===== config.mk =====
export PLATFORM = sky130hd
export DESIGN_NAME = periodic_timer_table_core
export DESIGN_NICKNAME = d
export VERILOG_FILES = /design/src/ptt_pkg.sv /design/src/periodic_timer_table_core.sv /design/src/ptt_ctrl.sv /design/src/ptt_dp.sv
export SDC_FILE = /design/constraint.sdc
export NUM_CORES = 2
export LEC_CHECK = 0
export BUFFER_PORTS_ARGS = -buffer_cell sky130_fd_sc_hd__buf_2
export CORE_ASPECT_RATIO = 0.9
export CORE_MARGIN = 5
export CORE_UTILIZATION = 40
export DETAILED_ROUTE_END_ITERATION = 7
export PLACE_DENSITY_LB_ADDON = 0.12
export SLEW_MARGIN = 10
export SYNTH_ARGS = -nofsm -noshare
export SYNTH_HDL_FRONTEND = slang
export SYNTH_SLANG_ARGS = --single-unit

===== constraint.sdc =====
create_clock -name clk -period 13.8 [get_ports clk]
set_clock_uncertainty 0.2 [all_clocks]
set_input_delay 0 -clock clk [delete_from_list [all_inputs] [get_ports clk]]
set_output_delay 0 -clock clk [all_outputs]
set_load 0.01 [all_outputs]

===== src/ptt_pkg.sv =====
// Shared types and codes for the periodic timer table.
`timescale 1ns / 1ps

package ptt_pkg;

  localparam int unsigned OwnerW = 16;
  localparam int unsigned WordW  = 32;
  localparam int unsigned TimeW  = 64;
  localparam int unsigned KindW  = 3;
  localparam int unsigned FuncW  = 2;

  localparam int unsigned InDataW  = 208;
  localparam int unsigned OutDataW = 144;

  localparam logic [FuncW-1:0] FUNC_SET    = 2'd0;
  localparam logic [FuncW-1:0] FUNC_REMOVE = 2'd1;
  localparam logic [FuncW-1:0] FUNC_TICK   = 2'd2;

  localparam logic [KindW-1:0] KIND_SET_DONE = 3'd0;
  localparam logic [KindW-1:0] KIND_REMOVED  = 3'd1;
  localparam logic [KindW-1:0] KIND_FIRED    = 3'd2;
  localparam logic [KindW-1:0] KIND_NO_FIRE  = 3'd3;
  localparam logic [KindW-1:0] KIND_FULL     = 3'd4;

  typedef enum logic [2:0] {
    S_IDLE,
    S_FREE,
    S_ORD,
    S_SLOT,
    S_EVAL,
    S_FLUSH
  } state_t;

  typedef struct packed {
    logic load;       // latch the request beat, initialise the scan
    logic free_next;  // step the free slot search
    logic insert;     // write the new timer into the free slot
    logic set_full;   // queue the table full result
    logic ord_rd;     // read the order list at the scan index
    logic slot_rd;    // read the slot that the order list names
    logic eval;       // act on the slot and step the scan
    logic flush;      // send the final result of the request
  } cmd_t;

  typedef struct packed {
    logic full;
    logic count_zero;
    logic free_hit;
    logic scan_last;
    logic eval_stall;
    logic out_free;
  } status_t;

  typedef struct packed {
    logic [KindW-1:0]  kind;
    logic [WordW-1:0]  id;
    logic [OwnerW-1:0] owner;
    logic [WordW-1:0]  entry;
    logic [WordW-1:0]  data;
  } res_t;

endpackage


===== src/periodic_timer_table_core.sv =====
// Periodic timer table: a per-timer scan over on-chip slot storage.
// Set searches for a free slot, one slot a cycle; remove and tick scan each live timer
// in turn through an order list read, a slot RAM read and an evaluate step. Results leave
// through one output register.
// Throughput: one request at a time; in_tready is high only between requests.
// Reset clears valid and started bits, the timer count, the id counter (to 1) and the
// smallest period; slot contents are not cleared.
`timescale 1ns / 1ps

module periodic_timer_table_core #(
  parameter int unsigned NUM_TIMERS = 16
) (
  input  logic                         clk,
  input  logic                         rst_n,
  input  logic                         in_tvalid,
  output logic                         in_tready,
  // owner[15:0], period_usec[47:16], entry_word[79:48], user_data[111:80],
  // timer_id[143:112], now_usec[207:144]
  input  logic [ptt_pkg::InDataW-1:0]  in_tdata,
  // func[1:0]
  input  logic [ptt_pkg::FuncW-1:0]    in_tuser,
  output logic                         out_tvalid,
  input  logic                         out_tready,
  // assigned_id[31:0], fire_owner[47:32], fire_entry[79:48], fire_data[111:80],
  // min_period[143:112]
  output logic [ptt_pkg::OutDataW-1:0] out_tdata,
  // kind[2:0]
  output logic [ptt_pkg::KindW-1:0]    out_tuser,
  output logic                         out_tlast
);

  ptt_pkg::cmd_t    cmd;
  ptt_pkg::status_t st;

  ptt_ctrl u_ctrl (
    .clk       (clk),
    .rst_n     (rst_n),
    .in_tvalid (in_tvalid),
    .in_func   (in_tuser),
    .in_tready (in_tready),
    .st        (st),
    .cmd       (cmd)
  );

  ptt_dp #(
    .NUM_TIMERS (NUM_TIMERS)
  ) u_dp (
    .clk        (clk),
    .rst_n      (rst_n),
    .in_func    (in_tuser),
    .in_data    (in_tdata),
    .cmd        (cmd),
    .st         (st),
    .out_tready (out_tready),
    .out_tvalid (out_tvalid),
    .out_data   (out_tdata),
    .out_kind   (out_tuser),
    .out_last   (out_tlast)
  );

endmodule


===== src/ptt_ctrl.sv =====
// Request sequencer for the periodic timer table.
`timescale 1ns / 1ps

module ptt_ctrl (
  input  logic                     clk,
  input  logic                     rst_n,
  input  logic                     in_tvalid,
  input  logic [ptt_pkg::FuncW-1:0] in_func,
  output logic                     in_tready,
  input  ptt_pkg::status_t         st,
  output ptt_pkg::cmd_t            cmd
);

  ptt_pkg::state_t state_r, state_nxt;

  always_ff @(posedge clk) begin
    if (!rst_n) begin
      state_r <= ptt_pkg::S_IDLE;
    end else begin
      state_r <= state_nxt;
    end
  end

  always_comb begin
    state_nxt = state_r;
    cmd       = '0;
    in_tready = 1'b0;
    unique case (state_r)
      ptt_pkg::S_IDLE: begin
        in_tready = 1'b1;
        if (in_tvalid) begin
          cmd.load = 1'b1;
          priority case (in_func)
            ptt_pkg::FUNC_SET:    state_nxt = ptt_pkg::S_FREE;
            ptt_pkg::FUNC_REMOVE,
            ptt_pkg::FUNC_TICK:   state_nxt = st.count_zero ? ptt_pkg::S_FLUSH : ptt_pkg::S_ORD;
            default:              state_nxt = ptt_pkg::S_IDLE;
          endcase
        end
      end
      ptt_pkg::S_FREE: begin
        if (st.full) begin
          cmd.set_full = 1'b1;
          state_nxt    = ptt_pkg::S_FLUSH;
        end else if (st.free_hit) begin
          cmd.insert = 1'b1;
          state_nxt  = ptt_pkg::S_FLUSH;
        end else begin
          cmd.free_next = 1'b1;
        end
      end
      ptt_pkg::S_ORD: begin
        cmd.ord_rd = 1'b1;
        state_nxt  = ptt_pkg::S_SLOT;
      end
      ptt_pkg::S_SLOT: begin
        cmd.slot_rd = 1'b1;
        state_nxt   = ptt_pkg::S_EVAL;
      end
      ptt_pkg::S_EVAL: begin
        // a second firing waits until the held one can leave
        if (!st.eval_stall) begin
          cmd.eval  = 1'b1;
          state_nxt = st.scan_last ? ptt_pkg::S_FLUSH : ptt_pkg::S_ORD;
        end
      end
      ptt_pkg::S_FLUSH: begin
        if (st.out_free) begin
          cmd.flush = 1'b1;
          state_nxt = ptt_pkg::S_IDLE;
        end
      end
      default: state_nxt = ptt_pkg::S_IDLE;
    endcase
  end

endmodule


===== src/ptt_dp.sv =====
// Timer storage, order list, scan counters and result register.
`timescale 1ns / 1ps

module ptt_dp #(
  parameter int unsigned NUM_TIMERS = 16
) (
  input  logic                         clk,
  input  logic                         rst_n,
  input  logic [ptt_pkg::FuncW-1:0]    in_func,
  input  logic [ptt_pkg::InDataW-1:0]  in_data,
  input  ptt_pkg::cmd_t                cmd,
  output ptt_pkg::status_t             st,
  input  logic                         out_tready,
  output logic                         out_tvalid,
  output logic [ptt_pkg::OutDataW-1:0] out_data,
  output logic [ptt_pkg::KindW-1:0]    out_kind,
  output logic                         out_last
);

  localparam int unsigned IW = (NUM_TIMERS > 1) ? $clog2(NUM_TIMERS) : 1;
  localparam int unsigned CW = $clog2(NUM_TIMERS + 1);

  localparam int unsigned OW = ptt_pkg::OwnerW;
  localparam int unsigned WW = ptt_pkg::WordW;
  localparam int unsigned TW = ptt_pkg::TimeW;

  // request registers
  logic [ptt_pkg::FuncW-1:0] func_r;
  logic [OW-1:0] owner_r;
  logic [WW-1:0] period_r, entry_r, udata_r, tid_r;
  logic [TW-1:0] now_r;

  // control state
  logic [CW-1:0] count_r, kept_r;
  logic [IW-1:0] idx_r, free_idx_r, s_r;
  logic [WW-1:0] next_id_r, min_r;
  logic [NUM_TIMERS-1:0] valid_r, started_r;
  logic pend_valid_r;
  ptt_pkg::res_t pend_r;
  logic out_valid_r;
  ptt_pkg::res_t out_res_r;
  logic [WW-1:0] out_min_r;
  logic out_last_r;

  // slot storage and order list (oldest first)
  logic [OW-1:0] m_owner [NUM_TIMERS];
  logic [WW-1:0] m_id    [NUM_TIMERS];
  logic [WW-1:0] m_period[NUM_TIMERS];
  logic [WW-1:0] m_entry [NUM_TIMERS];
  logic [WW-1:0] m_data  [NUM_TIMERS];
  logic [TW-1:0] m_last  [NUM_TIMERS];
  logic [IW-1:0] m_ord   [NUM_TIMERS];

  logic [OW-1:0] q_owner;
  logic [WW-1:0] q_id, q_period, q_entry, q_data;
  logic [TW-1:0] q_last;
  logic [IW-1:0] q_ord;

  logic is_tick, is_remove;
  logic match, started, due, fire, kept;
  logic [TW-1:0] elapsed;
  logic [CW-1:0] count_m1, idx_ext;
  logic out_free;
  logic [WW-1:0] id_inc;
  logic [WW-1:0] cand;
  logic cand_lower;
  logic push_fire, push_final;
  ptt_pkg::res_t final_res;

  assign is_tick   = (func_r == ptt_pkg::FUNC_TICK);
  assign is_remove = (func_r == ptt_pkg::FUNC_REMOVE);

  assign match   = (q_owner == owner_r) && ((tid_r == '0) || (q_id == tid_r));
  assign started = started_r[s_r];
  assign elapsed = now_r - q_last;
  assign due     = (elapsed >= {{(TW-WW){1'b0}}, q_period});
  assign fire    = is_tick && started && due;
  assign kept    = is_remove && !match;

  assign count_m1 = count_r - CW'(1);
  assign idx_ext  = CW'(idx_r) + CW'(1);
  assign out_free = !out_valid_r || out_tready;
  assign id_inc   = next_id_r + WW'(1);

  // candidate for the smallest nonzero period
  assign cand       = cmd.insert ? period_r : q_period;
  assign cand_lower = (cand != '0) && ((min_r == '0) || (cand < min_r));

  assign push_fire  = cmd.eval && fire && pend_valid_r;
  assign push_final = cmd.flush;

  always_comb begin
    final_res = '0;
    if (pend_valid_r) begin
      final_res = pend_r;
    end else if (is_remove) begin
      final_res.kind = ptt_pkg::KIND_REMOVED;
    end else begin
      final_res.kind = ptt_pkg::KIND_NO_FIRE;
    end
  end

  assign st.full       = (count_r == CW'(NUM_TIMERS));
  assign st.count_zero = (count_r == '0);
  assign st.free_hit   = !valid_r[free_idx_r];
  assign st.scan_last  = is_tick ? (idx_r == '0) : (idx_ext == count_r);
  assign st.eval_stall = fire && pend_valid_r && !out_free;
  assign st.out_free   = out_free;

  // memories
  always_ff @(posedge clk) begin
    if (cmd.insert) begin
      m_owner[free_idx_r]  <= owner_r;
      m_id[free_idx_r]     <= next_id_r;
      m_period[free_idx_r] <= period_r;
      m_entry[free_idx_r]  <= entry_r;
      m_data[free_idx_r]   <= udata_r;
    end
    if (cmd.slot_rd) begin
      q_owner  <= m_owner[q_ord];
      q_id     <= m_id[q_ord];
      q_period <= m_period[q_ord];
      q_entry  <= m_entry[q_ord];
      q_data   <= m_data[q_ord];
    end
  end

  always_ff @(posedge clk) begin
    if (cmd.insert) begin
      m_last[free_idx_r] <= '0;
    end else if (cmd.eval && is_tick && (!started || due)) begin
      m_last[s_r] <= now_r;
    end
    if (cmd.slot_rd) begin
      q_last <= m_last[q_ord];
    end
  end

  always_ff @(posedge clk) begin
    if (cmd.insert) begin
      m_ord[count_r[IW-1:0]] <= free_idx_r;
    end else if (cmd.eval && kept) begin
      m_ord[kept_r[IW-1:0]] <= s_r;
    end
    if (cmd.ord_rd) begin
      q_ord <= m_ord[idx_r];
    end
  end

  // request payload
  always_ff @(posedge clk) begin
    if (cmd.load) begin
      func_r   <= in_func;
      owner_r  <= in_data[15:0];
      period_r <= in_data[47:16];
      entry_r  <= in_data[79:48];
      udata_r  <= in_data[111:80];
      tid_r    <= in_data[143:112];
      now_r    <= in_data[207:144];
    end
    if (cmd.slot_rd) begin
      s_r <= q_ord;
    end
    if (cmd.eval && fire) begin
      pend_r.kind  <= ptt_pkg::KIND_FIRED;
      pend_r.id    <= '0;
      pend_r.owner <= q_owner;
      pend_r.entry <= q_entry;
      pend_r.data  <= q_data;
    end else if (cmd.insert) begin
      pend_r <= '{kind: ptt_pkg::KIND_SET_DONE, id: next_id_r, owner: '0, entry: '0,
                  data: '0};
    end else if (cmd.set_full) begin
      pend_r <= '{kind: ptt_pkg::KIND_FULL, id: '0, owner: '0, entry: '0, data: '0};
    end
    if (push_fire) begin
      out_res_r  <= pend_r;
      out_min_r  <= min_r;
      out_last_r <= 1'b0;
    end else if (push_final) begin
      out_res_r  <= final_res;
      out_min_r  <= min_r;
      out_last_r <= 1'b1;
    end
  end

  // control state
  always_ff @(posedge clk) begin
    if (!rst_n) begin
      count_r      <= '0;
      kept_r       <= '0;
      idx_r        <= '0;
      free_idx_r   <= '0;
      next_id_r    <= WW'(1);
      min_r        <= '0;
      valid_r      <= '0;
      started_r    <= '0;
      pend_valid_r <= 1'b0;
      out_valid_r  <= 1'b0;
    end else begin
      if (cmd.load) begin
        kept_r       <= '0;
        free_idx_r   <= '0;
        pend_valid_r <= 1'b0;
        idx_r        <= (in_func == ptt_pkg::FUNC_TICK) ? count_m1[IW-1:0] : '0;
        if (in_func == ptt_pkg::FUNC_REMOVE) begin
          min_r <= '0;
        end
      end
      if (cmd.free_next) begin
        free_idx_r <= free_idx_r + IW'(1);
      end
      if (cmd.insert) begin
        valid_r[free_idx_r]   <= 1'b1;
        started_r[free_idx_r] <= 1'b0;
        count_r               <= count_r + CW'(1);
        next_id_r             <= (id_inc == '0) ? WW'(1) : id_inc;
        pend_valid_r          <= 1'b1;
        if (cand_lower) begin
          min_r <= cand;
        end
      end
      if (cmd.set_full) begin
        pend_valid_r <= 1'b1;
      end
      if (cmd.eval) begin
        idx_r <= is_tick ? (idx_r - IW'(1)) : (idx_r + IW'(1));
        if (is_remove) begin
          if (match) begin
            valid_r[s_r]   <= 1'b0;
            started_r[s_r] <= 1'b0;
          end else begin
            kept_r <= kept_r + CW'(1);
            if (cand_lower) begin
              min_r <= cand;
            end
          end
        end else if (!started) begin
          started_r[s_r] <= 1'b1;
        end
        if (fire) begin
          pend_valid_r <= 1'b1;
        end
      end
      if (cmd.flush && is_remove) begin
        count_r <= kept_r;
      end
      if (push_fire || push_final) begin
        out_valid_r <= 1'b1;
      end else if (out_tready) begin
        out_valid_r <= 1'b0;
      end
    end
  end

  assign out_tvalid = out_valid_r;
  assign out_kind   = out_res_r.kind;
  assign out_last   = out_last_r;
  assign out_data   = {out_min_r, out_res_r.data, out_res_r.entry,
                       out_res_r.owner, out_res_r.id};

endmodule

## Yosys cells after proc, flatten, opt, wreduce, memory -nomap -nowiden

Memories as Yosys holds them, arrays and structs flattened. A register that Yosys moved wholly into a read port is not among the register bits.
Cells that the tools add are included.

- Register bits: 595
- Bits in writable memories: 3392
- Input port bits: 214
- Output and inout bits: 150
- Logic and storage cells: 219
- Memories kept: 7

Memory list:

| name | depth | bits a word | read ports | clocked after Yosys merged registers in | wr ports | RTL line | text |
|---|---|---|---|---|---|---|---|
| u_dp.m_last | 16 | 64 | 1 | 1 | 1 | ptt_dp.sv:51 | `logic [TW-1:0] m_last [NUM_TIMERS];` |
| u_dp.m_data | 16 | 32 | 1 | 1 | 1 | ptt_dp.sv:50 | `logic [WW-1:0] m_data [NUM_TIMERS];` |
| u_dp.m_entry | 16 | 32 | 1 | 1 | 1 | ptt_dp.sv:49 | `logic [WW-1:0] m_entry [NUM_TIMERS];` |
| u_dp.m_id | 16 | 32 | 1 | 1 | 1 | ptt_dp.sv:47 | `logic [WW-1:0] m_id [NUM_TIMERS];` |
| u_dp.m_period | 16 | 32 | 1 | 1 | 1 | ptt_dp.sv:48 | `logic [WW-1:0] m_period[NUM_TIMERS];` |
| u_dp.m_owner | 16 | 16 | 1 | 1 | 1 | ptt_dp.sv:46 | `logic [OW-1:0] m_owner [NUM_TIMERS];` |
| +1 memories | - | - | - | - | - | - |  |

- Add/subtract/negate cells: 9
- Order comparisons: 6
- Equality and inequality tests: 17
- Multiplexer cells: 96
- Bitwise gates (word level): 7
- Reductions and logical operators: 44

Operator list:

| cell | count |
|---|---|
| $mux W32 | 12 |
| $mux W115 | 2 |
| $mux W114 | 2 |
| $mux W16 | 11 |
| $mux W112 | 1 |
| $logic_not A32 Y1 | 3 |
| $mux W80 | 1 |
| $ge A64 B32 Y1 | 1 |
| $mux W64 | 1 |
| $reduce_or A64 Y1 | 1 |
| $sub A64 B64 Y64 | 1 |
| $and A16 B16 Y16 | 3 |
| $mux W4 | 9 |
| $mux W1 | 34 |
| $add A32 B1 Y32 const B | 1 |
| $eq A32 B32 Y1 | 1 |
| $lt A32 B32 Y1 | 1 |
| $not A16 Y16 | 2 |
| $or A16 B16 Y16 | 2 |
| $reduce_bool A32 Y1 | 1 |
| $mux W5 | 6 |
| $mux W3 | 9 |
| $pmux W3 S6 | 1 |
| $eq A16 B16 Y1 | 1 |
| other kinds (32) | 72 |

## Logic depth before layout (Yosys ltp)

- Depth in word-level cells: 15
- Mapped depth: 26
- Mapped depth without buffers: 24

## By module

From an unflattened synthesis, not the netlist that was laid out.

- Cell total of the unflattened synthesis: 7801
- Area, all modules: 163712.0 um^2

By module, submodules not included:

| module | times used | cells an instance | area an instance (um^2) | seq. area each (um^2) |
|---|---|---|---|---|
| ptt_dp | 1 | 7753 | 163335.4 | 124489.4 |
| ptt_ctrl | 1 | 48 | 376.6 | 60.1 |

## Worst setup path after synthesis

No wires, ideal clock.

- Path kind: reg-to-reg
- From: register u_dp.now_r[7]
- To: register u_dp.out_res_r, in the netlist u_dp.out_data[0], enable pin
- Arrival: 6.960 ns
- Setup slack: 5.399 ns
- Cell stages (with the launch flop): 25
- Path buffers: 1
- Cell sequence: edfxtp_1 ha_1 nand2_1 or4_1 a31oi_1 a211o_1 nor3_1 nor2_1 a21oi_1 xnor2_1 ha_1 a21o_1 a21o_1 a21o_1 a21o_1 a21oi_1 o22a_1 o211ai_1 a311oi_1 nand4_1 nor4_4 a211oi_1 clkbuf_1 nand2_1 nand2_1

- Cells in the longest elaborated chain, start to end: 10

RTL lines:

| what | RTL line | text |
|---|---|---|
| start, declared | ptt_dp.sv:31 | `logic [TW-1:0] now_r;` |
| start signal, assigned | ptt_dp.sv:159 | `now_r <= in_data[207:144];` |
| $sub A64 B64 Y64 * | ptt_dp.sv:75 | `assign elapsed = now_r - q_last;` |
| $ge A64 B32 Y1 * | ptt_dp.sv:76 | `assign due = (elapsed >= {{(TW-WW){1'b0}}, q_period});` |
| $logic_and A1 B1 Y1 * | ptt_dp.sv:77 | `assign fire = is_tick && started && due;` |
| $logic_and A1 B1 Y1 (2 in series) | ptt_dp.sv:107 | `assign st.eval_stall = fire && pend_valid_r && !out_free;` |
| $mux W1 | ptt_ctrl.sv:62 | `if (!st.eval_stall) begin` |
| $mux W1 | ptt_ctrl.sv:28 | `unique case (state_r)` |
| $logic_and A1 B1 Y1 * (2 in series) | ptt_dp.sv:89 | `assign push_fire = cmd.eval && fire && pend_valid_r;` |
| $reduce_bool A2 Y1 (no source line) * | - |  |
| end signal, assigned | ptt_dp.sv:177 | `out_res_r <= pend_r;` |
| end signal, assigned | ptt_dp.sv:181 | `out_res_r <= final_res;` |
| end, declared | ptt_dp.sv:41 | `ptt_pkg::res_t out_res_r;` |

Every way passes the cells marked *; elsewhere a longest branch is shown, timed or not.
A chain may end at the register's enable or synchronous reset.

## Worst setup path in the final report

- From: register u_dp.now_r[9]
- To: memory u_dp.m_last[14][12] (netlist name), enable pin

- Cells in the longest elaborated chain, start to end: 14
- Elaborated cells between the ends (all ways): 16
- Those cells by class: add/sub (1); order compare (1); mux (7); reduce/logical (7)

RTL lines:

| what | RTL line | text |
|---|---|---|
| $sub A64 B64 Y64 * | ptt_dp.sv:75 |  |
| $ge A64 B32 Y1 * | ptt_dp.sv:76 |  |
| $logic_and A1 B1 Y1 | ptt_dp.sv:77 |  |
| $logic_and A1 B1 Y1 (2 in series) | ptt_dp.sv:107 |  |
| $mux W1 | ptt_ctrl.sv:62 |  |
| $mux W1 | ptt_ctrl.sv:28 |  |
| $logic_and A1 B1 Y1 | ptt_dp.sv:131 | `end else if (cmd.eval && is_tick && (!started \|\| due)) begin` |
| $logic_and A1 B1 Y1 * | ptt_dp.sv:131 |  |
| $mux W1 * | ptt_dp.sv:131 |  |
| $mux W1 * | ptt_dp.sv:129 | `if (cmd.insert) begin` |
| $mux W1 (implied by the code) * | ptt_dp.sv:132 | `m_last[s_r] <= now_r;` |
| $reduce_or A64 Y1 (no source line) | - |  |
| $mux W4 (no source line) / $mux W1 (equally long branches) | - |  |
| end, declared | ptt_dp.sv:51 |  |

Marks and branches as above.

==> flow_summary.toml <==
[drt]
drtPass1Iterations = 6
final_antenna_net_count = 0
wl_per_cell_um = 30.9
routed_wl_mm = 454
route.detailed.drc = 0
drt-vias-per-instance = 5.62
drtIter0Drc = 8465
vias = 82600

[sta]
timing.final.crit_share = 0.590
hold_violations = 0
finalWorstSetupSlack_ps = 5650
finalSetupViolations = 0
min_period_ps = 8150
max_freq_mhz = 123
relSlewSlack = 0.202
worst_pin_slew_ps = 1190
drv_slew = 0
fin_tns_setup_ps = 0
rsz0062_at_grt = "false"

[floorplanning]
fp.dieH_um = 616
die_width_um = 684
initial_core_util = 0.402
die_area_sq_um = 421000
io_pins = 364
core_sq_um = 407000
rows = 222

[placement]
port_buffers = 363
post-place-ws_ps = 5640
place.gp.congestion = 0.917
place.detailed.hpwl_mm = 255

[yosys]
synthCells = 7899
netlist_area_sq_um = 163000
ys_types = 87
ys.flop_type = "edfxtp_1"
synth-edff-count = 4045
synthArstFlopShare = 0
yosysWarnings = 0
ys_ff_latch = 4199
synth_area_per_cell_sq_um = 20.7
synth_seq_area_share = 0.763
syn_nets = 8258

[run]
cap_violations = 0

[setup_path]
arrival_ps = 8560
path_class = "reg -> reg"
critPathMaxFanout = 56
worstSetupStartpointType = "flip-flop"
endpoint_kind = "flip-flop"
crit_required_ps = 14210

[final_layout]
final_nets = 9291
multi_input_area_sq_um = 36900
syn_to_final_growth_pct = 16.5
final-seq-area_sq_um = 125000
fillers = 34100
drive_gt1_frac = 0.238

[grt]
antenna_found_initial = 40
grt_overflow = 0
grt_usage = 0.211
grt_pass1_vias = 85000
grt_pass1_wl_mm = 645
grt_max_degree = 136

[pwr]
vdd_drop_max_uv = 112
power_density_nw_per_um2 = 171
power.leakage_nw = 61.5

[status]
status = "finished clean"

[cts]
cts_root_buffer = "clkbuf_16"
clk_latency_ps = 980
cts-htree-levels = 5
clk_pin_slew_ps = 70
numCtsBuffers = 433
cts_num_sinks = 4199
cts.repair.resized = 0
clockBufferDepth = 4
cts_tree = "built"

[hold_path]
hold_class = "in -> reg"
## stage by stage
step	hold WS, ps	util	area, sq um	instances	total power [mW]
floorplan	-101	-	163000	7899	19.5
global placement	-23.9	0.423	172000	13400	21.5
detailed placement	-21.9	0.423	172000	13400	21.6
CTS	1.62	0.468	190000	14700	33.0
global route	43.9	0.468	190000	14700	33.9
finish	88.6	0.468	190000	14700	32.6
## state kept, by name, indices dropped and copies added (netlist names), 64 cells and up
register and cells:
u_dp.m_last 1024, u_dp.out_data 112, u_dp.m_id 512, u_dp.m_owner 256, u_dp.m_entry 512, u_dp.pend_r 114
u_dp.m_ord 64, u_dp.m_data 512, u_dp.now_r 64, u_dp.q_last 64, u_dp.m_period 512
## final timing paths
path / start / end / slack, ps / cells after the start
max: u_dp.now_r[9] / u_dp.m_last[14][12] / 5650 / 26
min: in_tdata[130] / u_dp.tid_r[18] / 90 / 3
max reg2reg: u_dp.now_r[9] / u_dp.m_last[14][12] / 5650 / 26
min reg2reg: u_dp.pend_r[82] / u_dp.pend_r[82] / 240 / 2
## cells in the mapped netlist (7+ instances only)
library cell     n  area [sq um]
and2_1         266          1660
nor2b_1         48           300
buf_1           74           278
or3b_2           9          78.8
a2bb2o_1         8          80.1
xor2_1          52           455
clkbuf_1       285          1070
inv_1          163           612
a22oi_1         23           173
o21ai_1         35           175
o31ai_1          7          52.6
a21oi_1        193           966
and3_1          19           119
mux2i_1         63           631
a211oi_1        46           345
dfxtp_1        154          3080
a21o_1          29           218
o21bai_1         8          60.1
or3_1           15          93.8
nor3b_1          7          52.6
o21ai_0        145           726
mux4_2        1040         23400
nor4_1          47           294
nor3_1          35           175
a31oi_1         26           163
nand4_1         65           407
ha_1           143          1790
buf_2           15          75.1
nand3_1         44           220
xnor2_1         74           648
nor2_1         202           758
edfxtp_1      4045        121000
nand2b_1        22           138
nand2_1        366          1370
## metal layers
layer / wire, um / global-route usage / part of all wire
met3: 22600 / 0.0240 / 0.050
met4: 12300 / 0.0550 / 0.027
met5: 34 / 0 / 0.000075
met2: 216000 / 0.340 / 0.48
met1: 202000 / 0.310 / 0.45
## where the power goes
group	internal, mW	switching, mW
registers	15.3	0.787
clock network	6.37	4.87
logic	2.23	3.08
total	23.9	8.73
## kinds of logic after synthesis
kind of cell | after synthesis | share of synthesized area
muxes | 1107 | 0.148
adders and majority gates | 145 | 0.0112
xor gates and xnor gates | 126 | 0.00676
and+or+nand+nor | 1174 | 0.0364
buffers and inverters | 541 | 0.0126
AOI/OAI and AO/OA | 607 | 0.0229
DFF | 4199 | 0.763
## cells in the final DEF (no fill, tap or decap), types with 26 or more instances in the layout
cell,n
buf_4,116
a211oi_1,45
nand4_1,65
a31oi_1,26
nand2_1,365
clkbuf_1,108
o21ai_1,36
nor2_1,202
nor2b_1,47
a21o_1,29
edfxtp_1,4045
nand3_1,44
clkinv_2,83
nor4_1,47
nor3_1,34
buf_2,363
mux4_2,1040
inv_1,146
xnor2_1,74
o21ai_0,142
clkinv_1,102
xor2_1,52
dlygate4sd3_1,483
a21oi_1,192
ha_1,143
mux2i_1,63
clkbuf_16,442
dfxtp_1,153
and2_1,266
## area by class of cell
type                       count  share of cell area
inverter                     164             0.00391
sequential                  4199               0.655
antenna                       12            0.000158
clock buffer                 558              0.0608
clock inverter               244              0.0101
tap                         5376              0.0354
timing repair buffer         975              0.0409
multi-input combinational   3159               0.194
## critical path: stages, from the launching register on
cell,delay (ps)
edfxtp_1,440
ha_1,420
nand2_1,140
or4_1,540
a31oi_1,240
a211o_1,250
nor3_1,110
nor2_1,200
a21oi_1,110
xnor2_1,190
ha_1,270
a21o_1,190
a21o_1,170
a21o_1,170
a21o_1,170
a21oi_1,180
o22a_1,160
o211ai_1,90
a311oi_1,250
nand4_1,200
nor4_4,850
a21oi_1,180
o21a_4,380
buf_4,470
o2bb2ai_4,260
buf_4,350
buf_4,470
## what timing repair did
action,CTS,global route
endpoints found under the setup margin,0,0
hold endpoints to repair,299,0
setup buffers,0,0
hold buffers,483,0
Note: power is estimated with default switching activity, not from simulation.
